$ cat src/rtl/core/bse_pkg.sv
// shared types and constants for the binary search engine
`timescale 1ns / 1ps

package bse_pkg;

  // request kind codes
  localparam logic KIND_WRITE  = 1'b0;
  localparam logic KIND_SEARCH = 1'b1;

  // config register word indexes
  localparam logic REG_ENTRY_COUNT = 1'b0;

  // field widths fixed by the interface
  localparam int unsigned IDX_W   = 10;
  localparam int unsigned VAL_W   = 32;
  localparam int unsigned COUNT_W = 11;
  localparam int unsigned PROBE_W = 4;

  // probe counter ceiling
  localparam logic [PROBE_W-1:0] PROBE_MAX = 4'd15;

  // input request payload
  typedef struct packed {
    logic                    kind;
    logic [IDX_W-1:0]        entry_index;
    logic signed [VAL_W-1:0] entry_value;
    logic signed [VAL_W-1:0] search_key;
  } bse_req_t;

  // result payload
  typedef struct packed {
    logic               found;
    logic [IDX_W-1:0]   match_index;
    logic [PROBE_W-1:0] probe_count;
  } bse_rsp_t;

  // controller to datapath commands
  typedef struct packed {
    logic wr_en;     // store the request's entry
    logic start;     // load key and interval bounds
    logic probe;     // count a probe and read the midpoint entry
    logic update;    // compare and narrow the interval
    logic load_out;  // capture the result into the output register
  } bse_cmd_t;

  // datapath to controller status
  typedef struct packed {
    logic empty;  // interval is empty
    logic hit;    // fetched entry equals the key
  } bse_sts_t;

endpackage

$ cat src/rtl/core/bse_ctrl.sv
// search sequencer: accepts requests and steps the probe loop
`timescale 1ns / 1ps

module bse_ctrl
  import bse_pkg::*;
(
  input  logic     clk_i,
  input  logic     rst_ni,
  input  logic     in_valid_i,
  input  logic     in_kind_i,
  output logic     in_ready_o,
  output logic     out_valid_o,
  input  logic     out_ready_i,
  input  bse_sts_t sts_i,
  output bse_cmd_t cmd_o
);

  typedef enum logic [1:0] {
    ST_IDLE,
    ST_PROBE,
    ST_COMPARE,
    ST_FINISH
  } state_e;

  state_e state_q;
  logic   out_valid_q;
  logic   in_fire;
  logic   out_free;

  assign in_ready_o = (state_q == ST_IDLE);
  assign in_fire    = in_valid_i && in_ready_o;
  assign out_free   = !out_valid_q || out_ready_i;

  // command decode
  always_comb begin
    cmd_o = '0;
    case (state_q)
      ST_IDLE: begin
        cmd_o.wr_en = in_fire && (in_kind_i == KIND_WRITE);
        cmd_o.start = in_fire && (in_kind_i == KIND_SEARCH);
      end
      ST_PROBE:   cmd_o.probe    = 1'b1;
      ST_COMPARE: cmd_o.update   = 1'b1;
      ST_FINISH:  cmd_o.load_out = out_free;
      default:    cmd_o = '0;
    endcase
  end

  // state and output valid
  always_ff @(posedge clk_i or negedge rst_ni) begin
    if (!rst_ni) begin
      state_q     <= ST_IDLE;
      out_valid_q <= 1'b0;
    end else begin
      if (cmd_o.load_out) begin
        out_valid_q <= 1'b1;
      end else if (out_ready_i) begin
        out_valid_q <= 1'b0;
      end
      case (state_q)
        ST_IDLE: begin
          if (in_fire && (in_kind_i == KIND_SEARCH)) begin
            state_q <= ST_PROBE;
          end
        end
        ST_PROBE: begin
          state_q <= sts_i.empty ? ST_FINISH : ST_COMPARE;
        end
        ST_COMPARE: begin
          state_q <= sts_i.hit ? ST_FINISH : ST_PROBE;
        end
        ST_FINISH: begin
          if (out_free) begin
            state_q <= ST_IDLE;
          end
        end
        default: state_q <= ST_IDLE;
      endcase
    end
  end

  assign out_valid_o = out_valid_q;

endmodule

$ cat config.mk
export PLATFORM = sky130hd
export DESIGN_NAME = bse_ctrl
export DESIGN_NICKNAME = d
export VERILOG_FILES = /design/src/rtl/core/bse_pkg.sv /design/src/rtl/core/bse_ctrl.sv
export SDC_FILE = /design/constraint.sdc
export NUM_CORES = 1
export LEC_CHECK = 0
export BUFFER_PORTS_ARGS = -buffer_cell sky130_fd_sc_hd__buf_4
export CAP_MARGIN = 0
export CORE_AREA = 2 2 39 41
export DETAILED_ROUTE_END_ITERATION = 8
export DIE_AREA = 0 0 41 43
export PLACE_DENSITY_LB_ADDON = 0.12
export SLEW_MARGIN = 20
export SYNTH_ARGS = -nofsm -noshare
export SYNTH_HDL_FRONTEND = slang
export SYNTH_SLANG_ARGS = --single-unit
export TNS_END_PERCENT = 100
$ cat constraint.sdc
create_clock -name clk_i -period 1.2 [get_ports clk_i]
set_input_delay 0.24 -clock clk_i [delete_from_list [all_inputs] [get_ports clk_i]]
set_output_delay 0.24 -clock clk_i [all_outputs]
set_load 0.01 [all_outputs]
==> results.txt <==
For the TritonCTS buffer count, the log shows 3. The final worst hold slack is 249 ps. The standard-cell row count is 14, and the worst IR drop on VDD is 810 µV. Fill cells in the final layout number 157.

On the final layout, the worst clock skew is 3.65 ps. The worst path setup slack after routing came out at -162 ps. The synthesized design spends more area on one cell type than any other, namely dfrtp_1. Of the total power, the share spent switching nets is 35.4%. The path class of the tightest hold or removal check is in -> reg.

For the total iterations of the first detailed-routing run, the log shows 2. The worst setup path is captured at an output port. In the layout the commonest cells are buf_4, clkbuf_4, nand2_1, dfrtp_2. Setup repair after global routing could not meet its margin everywhere. The slowest stage cell on the critical path is dfrtp_2. Yosys attributes the largest share of cell area to dfrtp_1, nor2b_2, nand2_1, nand2b_4, nor3_2.

The I/O pin total was 14. The number of nets with antenna violations after routing is 0. The synthesized design devotes to its leading area cell type 42.9% of total area. The run gives 0.00138 mm² as the core outline area.

The logs give 0 for the count of antenna diodes in the layout and 2 for the deepest clock path buffer count. The width of the die was 41 µm. The worst path needs 1360 ps of the cycle, external delays included.

Of the available clock period, the critical path in the final layout requires 113%. The initial utilization of the core area, before any placement, comes to 12.7%. The measured slew at the worst slew-check pin is 266 ps, and the count of distinct cell types in the synthesized netlist is 11. For the share of total power in the clock network, the log shows 15.5%. Of all nets on the critical path, the largest fanout is 6. The logs give 1 for the first-iteration detailed-routing DRC count and 986 µm for the first-pass GRT wire length. Cells with a size suffix above 1 make up 77.3% of the layout. Of the synthesized area, sequential elements account for 42.9%. Dividing the synthesized area by the synthesized cell count gives 9.73 µm². The run gives 734 MHz as the maximum clock frequency.

For the number of standard cells after synthesis, the log shows 18. The tools report the clock tree root driver cell as clkbuf_4. Cell internal power was estimated by the tool at 0.747 mW.

The initial antenna violation count was 0. The checks that failed: setup timing. The areal power density over the cells is 2690 mW/mm².

Routability-driven placement finished with a final weighted congestion of 0.622. The logs give 3 for the TritonCTS sink count and 48 for the number of placed cells counting well taps. The combined global-route utilization of all metal layers is 9.15%. The run finished, with violations left. STA classifies the critical path startpoint as a flop.

Half-perimeter wire length of the detailed placement result: 411 µm. During synthesis, Yosys emitted a total of 0 warnings. Per report_power, the sequential group accounts for 22.0% of the total. The H-tree depth was 1; the number of storage elements in the synthesis netlist was 3. The wire length after detailed routing came out at 599 µm. The final max-slew violation count is 0, and the mean routed wirelength per cell is 9.98 µm.

Entering global routing, the biggest net connects 7 pins. Adding up every negative setup slack in the final design gives -769 ps. Counting every net in the synthesized netlist gives 25. The most frequent standard cell in the layout excluding fill and tap cells was buf_4. For the arrival time at the worst endpoint, the log shows 1120 ps.

The area growth from synthesis to layout is 145%. The logs give 429 µm² for the summed area of non-filler cells in the final layout and 0.409 mW for the switching power summed over all nets. The floorplan step defined a die boundary enclosing 0.00176 mm². After clock tree synthesis, the clock-pin slew on the worst setup and hold paths is 40 ps. The analysis attributes to cell leakage a power of 0.221 nW.

Among the stages of the critical path, the cell type that occurs most often is buf_4. The floorplan step set the die height to 43 µm. The critical path is of the reg -> out type.

The net count of the finished layout is 52. The via count of the first global-routing pass came out at 245. At the later pin of the worst-skew pair, clock insertion delay measures 230 ps.

For the required time of the critical path, the log shows 960 ps. The port buffer count works out to 13. Dividing the detail-routed via count by the number of cells gives 3.72. Filler-free cell count of the finished design: 60. TritonCTS built the clock tree. The share of total power dissipated in combinational logic is 62.5%. After detailed routing, the number of remaining DRC violations is 0. Summed over all layers, the global routing overflow is 0. Measured against its own limit, the worst slew margin works out to 82.2%. For the final hold violation count, the log shows 0. At the end of the flow the core is filled with cells to 31.0%. For this run, the slowest stage of the critical path takes 440 ps.

The cell area that synthesis handed to floorplanning was 175 µm². Max-cap violations in this run came to 0. Traced cell by cell, the critical path runs through nor2_4 -> buf_4 -> buf_4 -> buf_4.

The total setup violations reported at the end of the flow was 6. Post-placement cell area: 300 µm². Summing over every cut layer, the via total after detailed routing is 223.
## through the flow
step | setup slack [ps] | total power, mW
after floorplan | 50.9 | 0.441
after global placement | 64.7 | 0.668
after detailed placement | 22.7 | 0.674
after CTS | -154 | 0.973
after global routing | -232 | 1.25
final | -162 | 1.16
## cell usage after synthesis
master / instances
a211oi_1: 1
a22o_1: 1
and3_1: 1
dfrtp_1: 3
nand2_1: 4
nand2b_4: 1
nor2_1: 2
nor2b_1: 1
nor2b_2: 2
nor3_2: 1
nor3b_1: 1
## path summary, 6_finish.rpt
kind	slack, ps	end	startpoint	depth (start not counted)
worst min register to register	530	out_valid_o$_DFFE_PN0P_	out_valid_o$_DFFE_PN0P_	2
max in group asynchronous	760	state_q[0]$_DFFE_PN0P_	rst_ni	2
worst max register to register	140	state_q[0]$_DFFE_PN0P_	state_q[0]$_DFFE_PN0P_	3
worst max-delay path	-160	in_ready_o	state_q[0]$_DFFE_PN0P_	4
worst min-delay path	250	state_q[1]$_DFFE_PN0P_	sts_i[0]	2
min in group asynchronous	340	state_q[1]$_DFFE_PN0P_	rst_ni	2
## timing repair
action | 4_1_cts | 5_1_grt
setup buffers | 3 | 4
hold endpoints to repair | 3 | 0
setup endpoints to repair | 6 | 6
pin swaps | 1 | 3
resized for setup | 4 | 5
hold buffers | 1 | 0
## sequential cells by signal, summed over array words and instances (netlist names)
signal	count
out_valid_o	1
state_q	2
## per-layer routing
layer	part of all wire (%)	GRT usage [%]	up-vias
li1	-	-	113
met1	36	8.71	102
met2	59	13.4	8
met3	4.7	4.71	0
met4	0	8.00	0
met5	0	0	-
## power by group through the flow
| stage | Clock, mW | Combinational [mW] | Sequential, mW |
|---|---|---|---|
| finish | 0.179 | 0.722 | 0.254 |
| global route | 0.207 | 0.778 | 0.265 |
| CTS | 0.185 | 0.537 | 0.251 |
| detailed placement | 0 | 0.438 | 0.236 |
| global placement | 0 | 0.435 | 0.234 |
| floorplan | 0 | 0.216 | 0.225 |
## cell type report
class | instances | area, µm² | share of cell area, %
clock buffers | 4 | 26.3 | 6.12
multi-input cells | 15 | 125 | 29.2
well taps | 16 | 20.0 | 4.66
repair buffers | 22 | 180 | 42.0
flip-flops and latches | 3 | 77.6 | 18.1
## cell families (layout without fill, tap and decap cells)
family                 count (synthesis)  in the layout  share of synthesized area, %
AOI/OAI and AO/OA                      2              2                          9.29
buffers and inverters                  0             26                             0
DFF                                    3              3                          42.9
and+or+nand+nor                       13             13                          47.9
## worst max-delay path, delay by kind of cell, from the launching register on
kind,cells,cell delay [ps]
AND/OR/NAND/NOR,1,140
flip-flops,1,440
buffers and inverters,3,310
No activity file was read; power rests on OpenSTA's default activity.
