`src/rtl/core/bse_pkg.sv`:
```
// shared types and constants for the binary search engine
`timescale 1ns / 1ps

package bse_pkg;

  // request kind codes
  localparam logic KIND_WRITE  = 1'b0;
  localparam logic KIND_SEARCH = 1'b1;

  // config register word indexes
  localparam logic REG_ENTRY_COUNT = 1'b0;

  // field widths fixed by the interface
  localparam int unsigned IDX_W   = 10;
  localparam int unsigned VAL_W   = 32;
  localparam int unsigned COUNT_W = 11;
  localparam int unsigned PROBE_W = 4;

  // probe counter ceiling
  localparam logic [PROBE_W-1:0] PROBE_MAX = 4'd15;

  // input request payload
  typedef struct packed {
    logic                    kind;
    logic [IDX_W-1:0]        entry_index;
    logic signed [VAL_W-1:0] entry_value;
    logic signed [VAL_W-1:0] search_key;
  } bse_req_t;

  // result payload
  typedef struct packed {
    logic               found;
    logic [IDX_W-1:0]   match_index;
    logic [PROBE_W-1:0] probe_count;
  } bse_rsp_t;

  // controller to datapath commands
  typedef struct packed {
    logic wr_en;     // store the request's entry
    logic start;     // load key and interval bounds
    logic probe;     // count a probe and read the midpoint entry
    logic update;    // compare and narrow the interval
    logic load_out;  // capture the result into the output register
  } bse_cmd_t;

  // datapath to controller status
  typedef struct packed {
    logic empty;  // interval is empty
    logic hit;    // fetched entry equals the key
  } bse_sts_t;

endpackage

```
`src/rtl/core/bse_regs.sv`:
```
// apb config register block holding the entry count
`timescale 1ns / 1ps

module bse_regs
  import bse_pkg::*;
(
  input  logic               clk_i,
  input  logic               rst_ni,
  input  logic               psel,
  input  logic               penable,
  input  logic               pwrite,
  input  logic [2:0]         paddr,
  input  logic [31:0]        pwdata,
  output logic [31:0]        prdata,
  output logic               pready,
  output logic [COUNT_W-1:0] entry_count_o
);

  logic [COUNT_W-1:0] entry_count_q;
  logic               wr_hit;

  // word index 0 holds entry_count
  assign wr_hit = psel && penable && pwrite && (paddr[2] == REG_ENTRY_COUNT);

  always_ff @(posedge clk_i or negedge rst_ni) begin
    if (!rst_ni) begin
      entry_count_q <= '0;
    end else if (wr_hit) begin
      entry_count_q <= pwdata[COUNT_W-1:0];
    end
  end

  // read mux
  always_comb begin
    prdata = '0;
    if (paddr[2] == REG_ENTRY_COUNT) begin
      prdata = {{(32-COUNT_W){1'b0}}, entry_count_q};
    end
  end

  assign pready        = 1'b1;
  assign entry_count_o = entry_count_q;

endmodule

```
`config.mk`:
```
export PLATFORM = sky130hd
export DESIGN_NAME = bse_regs
export DESIGN_NICKNAME = d
export VERILOG_FILES = /design/src/rtl/core/bse_pkg.sv /design/src/rtl/core/bse_regs.sv
export SDC_FILE = /design/constraint.sdc
export NUM_CORES = 1
export LEC_CHECK = 0
export BUFFER_PORTS_ARGS = -buffer_cell sky130_fd_sc_hd__buf_4
export CAP_MARGIN = 20
export CORE_MARGIN = 3
export CORE_UTILIZATION = 29
export DETAILED_ROUTE_END_ITERATION = 12
export PLACE_DENSITY_LB_ADDON = 0.3
export SYNTH_ARGS = -nofsm -noshare
export SYNTH_HDL_FRONTEND = slang
export SYNTH_SLANG_ARGS = --single-unit
```
`constraint.sdc`:
```
create_clock -name clk_i -period 0.8 [get_ports clk_i]
set_input_delay 0.16 -clock clk_i [delete_from_list [all_inputs] [get_ports clk_i]]
set_output_delay 0.16 -clock clk_i [all_outputs]
set_load 0.005 [all_outputs]
```
==> results of run 1 <==
[stage by stage]
step | total power (W) | TNS (ns) | cells | setup WS (ns)
after floorplan | 0.001144 | -0.8789 | 80 | -0.08789
after global placement | 0.001483 | -3.783 | 124 | -0.3064
after detailed placement | 0.001493 | -4.119 | 124 | -0.3377
after CTS | 0.001975 | -5.371 | 133 | -0.3072
after global routing | 0.002193 | -6.621 | 139 | -0.3352
final | 0.002074 | -5.721 | 139 | -0.2946
[report_power, final]
part           leakage [nW]  internal, W  switching (W)
registers             0.132     0.000680      0.0000994
logic                 0.481     0.000675       0.000248
clock network        0.0150     0.000193       0.000179
total                 0.628      0.00155       0.000527
[worst paths after layout]
path | cells after the start | slack, ns | endpoint | start
worst max-delay path | 2 | -0.29 | prdata[3] | entry_count_o[3]
worst min-delay path | 2 | 0.12 | entry_count_o[1] | pwdata[1]
worst min register to register | 1 | 0.54 | entry_count_o[9] | entry_count_o[9]
max in group asynchronous | 2 | 0.40 | entry_count_o[5] | rst_ni
worst max register to register | 2 | -0.09 | entry_count_o[2] | entry_count_o[2]
min in group asynchronous | 2 | 0.26 | entry_count_o[3] | rst_ni
[final cells by class]
class | instances | area (um^2) | area share
timing repair buffer | 51 | 435.4 | 0.3915
sequential | 11 | 275.3 | 0.2475
multi-input combinational | 45 | 340.3 | 0.3060
clock buffer | 4 | 26.28 | 0.02362
tap | 28 | 35.03 | 0.03150
[metal layers]
layer  vias up  part of all wire  global-route usage  routed length [um]
met2        38              0.47              0.1436                 691
met5         -                 0                   0                   0
met3         0              0.15             0.04408                 215
met4         0                 0             0.03125                   0
li1        248                 -                   -                   -
met1       240              0.38              0.1075                 565
[worst reg2reg max path, cell delays in order (launching register included)]
cell	delay [ns]
dfrtp_1	0.40
buf_4	0.14
mux2_4	0.24
[layout by cell type (no fill, tap or decap)]
master / synthesis / layout
dfrtp_1: 11 / 11
nand4b_4: 1 / 1
clkbuf_4: 0 / 3
nor2b_1: 10 / 9
buf_4: 22 / 39
mux2_2: 1 / 1
nor2b_2: 0 / 1
and2b_1: 1 / 1
conb_1: 2 / 22
buf_12: 0 / 1
mux2_4: 10 / 10
clkbuf_1: 1 / 1
buf_6: 1 / 10
dlygate4sd3_1: 0 / 1
[logic make-up (layout without fill, tap and decap cells)]
family	Yosys count	in the layout
buf+inv	24	55
flops	11	11
mux	11	11
other cells	2	22
simple gates	12	12
[timing repair]
action / CTS / global route
setup endpoints to repair: 33 / 25
hold buffers: 1 / 0
buffers inserted: 4 / 6
resized for setup: 7 / 4
hold endpoints to repair: 11 / 0
==> flow_summary_export.csv, run 1 <==
group,metric,value,unit
final_layout,final_area,1112,um^2
yosys,synth_top_family_by_area,"buffers and inverters",
cts,clk_pin_slew_worst_paths,0.07,ns
sta,hold_viol,0,
sta,setup_viol,25,
die,initial_core_util,0.3156,
yosys,yosys-top-cells-area,"dfrtp_1, buf_4, mux2_4, nor2b_1, nand4b_4",
final_layout,fillers,223,
sta,fmax,0.9136,GHz
placed_design,portBuffers,38,
die,placementRows,17,
cts,clockRootBuffer,"clkbuf_4",
status,status,"finished, violations left",
detailed_routing,drtPass1Iterations,2,
setup_path,cp.required,0.64,ns
sta,hold_slack,0.1231,ns
placed_design,hpwl,1.098,mm
final_layout,nNetsFinal,152,
yosys,synth-simple-area-share,0.1307,
setup_path,critPathSlowestCell,"dfrtp_1",
final_layout,area_delta_synth_final,54.88,%
placed_design,post_dp_cell_area,948.4,um^2
detailed_routing,drc,0,
placed_design,gp_congestion,0.6448,
yosys,synth_xor_area_frac,0,
yosys,synth_compound_area_frac,0,
die,die_y,55.77,um
yosys,synth-async-reset-ratio,1.000,
setup_path,crit_fanout,3,
yosys,avgSynthCellArea,11.97,um^2
global_route,antenna_found_initial,0,
global_route,grt_pass1_wl,2.194,mm
yosys,synth_mux_area_frac,0.2247,
sta,post-route-worst-setup-slack,-0.2946,ns
yosys,ys.flop_type,"dfrtp_1",
yosys,yosys.area.top_type_share,0.3833,
cts,clock_latency,0.26,ns
final_layout,post-route-util,0.4887,
die,core,2276,um^2
setup_path,critPathTopFamily,"flip-flops",
global_route,grt_pass1_vias,496,
global_route,grt_max_degree,12,
detailed_routing,drt_iter0_drc,1,
yosys,synth.cell_area,718.2,um^2
final_layout,layout-drive-gt1-share,0.5946,
detailed_routing,ant_nets,0,
global_route,grt_overflow,0,
detailed_routing,routedWlPerCell,10.58,um
sta,maxSlewViolCount,0,
sta,period_share,1.368,
global_route,groute.usage.overall,0.09113,
power,p_leak,0.6280,nW
detailed_routing,vias_per_cell,3.784,
power,p_per_area,1865,nW/um^2
yosys,syn_inst,60,
die,io_pins,84,
sta,min_period,1.095,ns
yosys,yosysSeqAreaShare,0.3833,
yosys,ys_types,10,
final_layout,largest_register_ffs,11,
die,die_x,55.77,um
cts,cts.htree.levels,1,
detailed_routing,vias,526,
setup_path,crit_path_end_kind,"output port",
yosys,synth-seq-cells,11,
yosys,synthAdderAreaFrac,0,
hold_path,hp-class,"in2reg",
flow_run,maxCapViolCount,0,
cts,max-clock-path-buffers,2,
status,violations,"setup timing",
yosys,synth.most_common_cell,"buf_4",
cts,cts.sinks,11,
setup_path,cp_num_buf_inv,1,
cts,cts_tree,"built",
die,die-area,3110,um^2
sta,clock_skew,0,ns
setup_path,crit_path_max_incr_delay,0.41,ns
yosys,synth_edf_count,0,
setup_path,cp.arrival,0.93,ns
power,max-vdd-ir-drop,0.001065,V
setup_path,worstSetupPathType,"reg2out",
sta,rsz0062_at_grt,"true",
detailed_routing,routed_wl,1.471,mm
yosys,synth_top_area_cell,"dfrtp_1",
final_layout,n_antenna_cell,0,
cts,numCtsBuffers,3,
setup_path,crit_path_start_kind,"flop",
setup_path,crit_chain,"nor2b_1 > buf_4",
yosys,synth.cells.most_frequent,"buf_4, dfrtp_1, mux2_4, nor2b_1, conb_1",
yosys,yosysWarningCount,0,
(Power assumes the default switching activity.)
==> run 2: changes to the inputs <==
--- a/config.mk
+++ b/config.mk
@@ -7,10 +7,12 @@
 export LEC_CHECK = 0
 export BUFFER_PORTS_ARGS = -buffer_cell sky130_fd_sc_hd__buf_4
 export CAP_MARGIN = 20
+export CELL_PAD_IN_SITES_DETAIL_PLACEMENT = 1
+export CELL_PAD_IN_SITES_GLOBAL_PLACEMENT = 2
 export CORE_MARGIN = 3
-export CORE_UTILIZATION = 29
+export CORE_UTILIZATION = 14
 export DETAILED_ROUTE_END_ITERATION = 12
-export PLACE_DENSITY_LB_ADDON = 0.3
+export PLACE_DENSITY_LB_ADDON = 0.1
 export SYNTH_ARGS = -nofsm -noshare
 export SYNTH_HDL_FRONTEND = slang
 export SYNTH_SLANG_ARGS = --single-unit
==> constraint.sdc (replaced) <==
create_clock -name clk_i -period 1 [get_ports clk_i]
set_input_delay 0.2 -clock clk_i [delete_from_list [all_inputs] [get_ports clk_i]]
set_output_delay 0.2 -clock clk_i [all_outputs]
set_load 0.005 [all_outputs]
==> flow_summary_export.csv, run 2 (same netlist as run 1, synthesis figures left out) <==
group,metric,value,unit
status,status,"finished, violations left",
status,violations,"setup timing",
die,die_x,77.63,um
final_layout,nNetsFinal,157,
setup_path,crit_path_start_kind,"flop",
global_route,antenna_found_initial,0,
final_layout,mostFrequentLayoutCell,"buf_4",
setup_path,r2r-end,"entry_count_o[0]",
die,initial_core_util,0.1481,
sta,period_share,1.097,
setup_path,critPathSlowestCell,"dfrtp_1",
final_layout,layout-drive-gt1-share,0.6293,
cts,max-clock-path-buffers,2,
hold_path,hold_end,"entry_count_o[7]",
hold_path,hold_depth,2,
global_route,grt_pass1_wl,3.015,mm
sta,fmax,0.9112,GHz
die,core,4848,um^2
setup_path,crit_path_end_kind,"output port",
detailed_routing,routed_wl,1.971,mm
power,p_leak,0.6771,nW
setup_path,crit_fanout,3,
final_layout,n_antenna_cell,0,
setup_path,crit_chain,"nor2b_1 > buf_4",
setup_path,regToRegSetupSlack,0,ns
detailed_routing,vias,554,
flow_run,maxCapViolCount,0,
global_route,grt_overflow,0,
cts,clockRootBuffer,"clkbuf_8",
setup_path,crit_path_max_incr_delay,0.39,ns
global_route,grt_max_degree,12,
cts,cts.htree.levels,1,
final_layout,area_delta_synth_final,74.39,%
power,p_per_area,1548,nW/um^2
final_layout,final_area,1252,um^2
setup_path,r2r-start,"entry_count_o[0]",
placed_design,hpwl,1.451,mm
cts,clk_pin_slew_worst_paths,0.05,ns
sta,setup_viol,17,
sta,hold_viol,0,
detailed_routing,drc,0,
die,io_pins,84,
placed_design,dp_cells,163,
setup_path,worstSetupPathType,"reg2out",
power,max-vdd-ir-drop,0.0003072,V
cts,cts_tree,"built",
sta,maxSlewViolCount,0,
die,die_y,77.63,um
setup_path,reg2regPathDepth,3,
sta,post-route-worst-setup-slack,-0.09750,ns
setup_path,cp.required,0.80,ns
hold_path,hp-class,"in2reg",
global_route,groute.usage.overall,0.06569,
placed_design,gp_congestion,0.5804,
placed_design,portBuffers,38,
placed_design,post_dp_cell_area,1010,um^2
detailed_routing,routedWlPerCell,10.77,um
detailed_routing,ant_nets,0,
die,placementRows,25,
detailed_routing,drtPass1Iterations,2,
sta,clock_skew,0,ns
sta,rsz0062_at_grt,"true",
die,die-area,6026,um^2
final_layout,mostFrequentLayoutCells,"buf_4, conb_1, buf_6, dfrtp_1, mux2_4",
sta,min_period,1.097,ns
cts,numCtsBuffers,3,
detailed_routing,vias_per_cell,3.027,
global_route,grt_pass1_vias,559,
final_layout,fin_cells,183,
hold_path,min_from,"pwdata[7]",
detailed_routing,drt_iter0_drc,11,
setup_path,cp.arrival,0.90,ns
final_layout,largest_register_ffs,11,
cts,clock_latency,0.24,ns
cts,cts.sinks,11,
-- run 2: changes by cell type in the layout (fill, tap and decap cells not counted) --
cell,previous run,this run
nor2b_4,0,3
buf_6,10,14
clkbuf_8,0,3
nor2b_1,9,7
nor2b_2,1,0
clkbuf_4,3,0
buf_4,39,40
-- run 2: per-stage QoR --
stage,hold WS [ns],util,setup slack [ns],total power [W],TNS [ns]
6_report,0.1922,0.2583,-0.09750,0.001939,-1.255
2_1_floorplan,-0.09559,-,0.07211,0.0009155,0
4_1_cts,0.1837,0.2320,-0.1215,0.001779,-1.200
3_3_place_gp,0.05725,0.2083,-0.07767,0.001191,-0.8108
5_1_grt,0.1849,0.2583,-0.1468,0.002085,-2.017
3_5_place_dp,0.05429,0.2083,-0.08293,0.001201,-0.8460
-- run 2: worst max-delay path, delay by kind of cell, from the launching register on --
kind / cells / cell delay (ns)
flip-flops: 1 / 0.39
buffers and inverters: 1 / 0.14
AND/OR/NAND/NOR: 1 / 0.14
-- run 2: worst max-delay path by stage --
stage	start	to	slack (ns)	cells past startpoint
finish	entry_count_o[0]	prdata[0]	-0.1	2
floorplan	paddr[2]	entry_count_o[0]	0.07	3
detailed placement	paddr[2]	entry_count_o[6]	-0.08	4
CTS	entry_count_o[9]	prdata[9]	-0.12	2
global placement	paddr[2]	entry_count_o[10]	-0.08	4
global route	entry_count_o[8]	prdata[8]	-0.15	2
-- run 2: layout make-up --
class,instances,area [um^2]
Sequential cell,11,275.3
Fill cell,570,3596
Timing Repair Buffer,56,488.0
Multi-Input combinational cell,45,360.3
Tap cell,67,83.83
Clock buffer,4,45.04
-- run 2: routing by layer --
| metal | share of wire | track usage | up-vias |
|---|---|---|---|
| met3 | 0.10 | 0.03016 | 2 |
| met5 | 0 | 0 | - |
| met4 | 0.0056 | 0.02669 | 0 |
| met1 | 0.44 | 0.08452 | 255 |
| li1 | - | - | 258 |
| met2 | 0.45 | 0.09418 | 39 |
-- run 2: power breakdown --
group / switching (W) / leakage, nW / total [W] / internal [W]
registers: 0.0000683 / 0.132 / 0.000613 / 0.000545
logic: 0.000240 / 0.522 / 0.000875 / 0.000636
clock network: 0.000170 / 0.0228 / 0.000450 / 0.000280
total: 0.000478 / 0.677 / 0.00194 / 0.00146
-- run 2: repair_timing --
| action | CTS | global route |
|---|---|---|
| hold buffers | 1 | 0 |
| gates resized for setup | 2 | 18 |
| endpoints found under the setup margin | 11 | 19 |
| setup buffers | 7 | 8 |
| hold endpoints to repair | 11 | 0 |
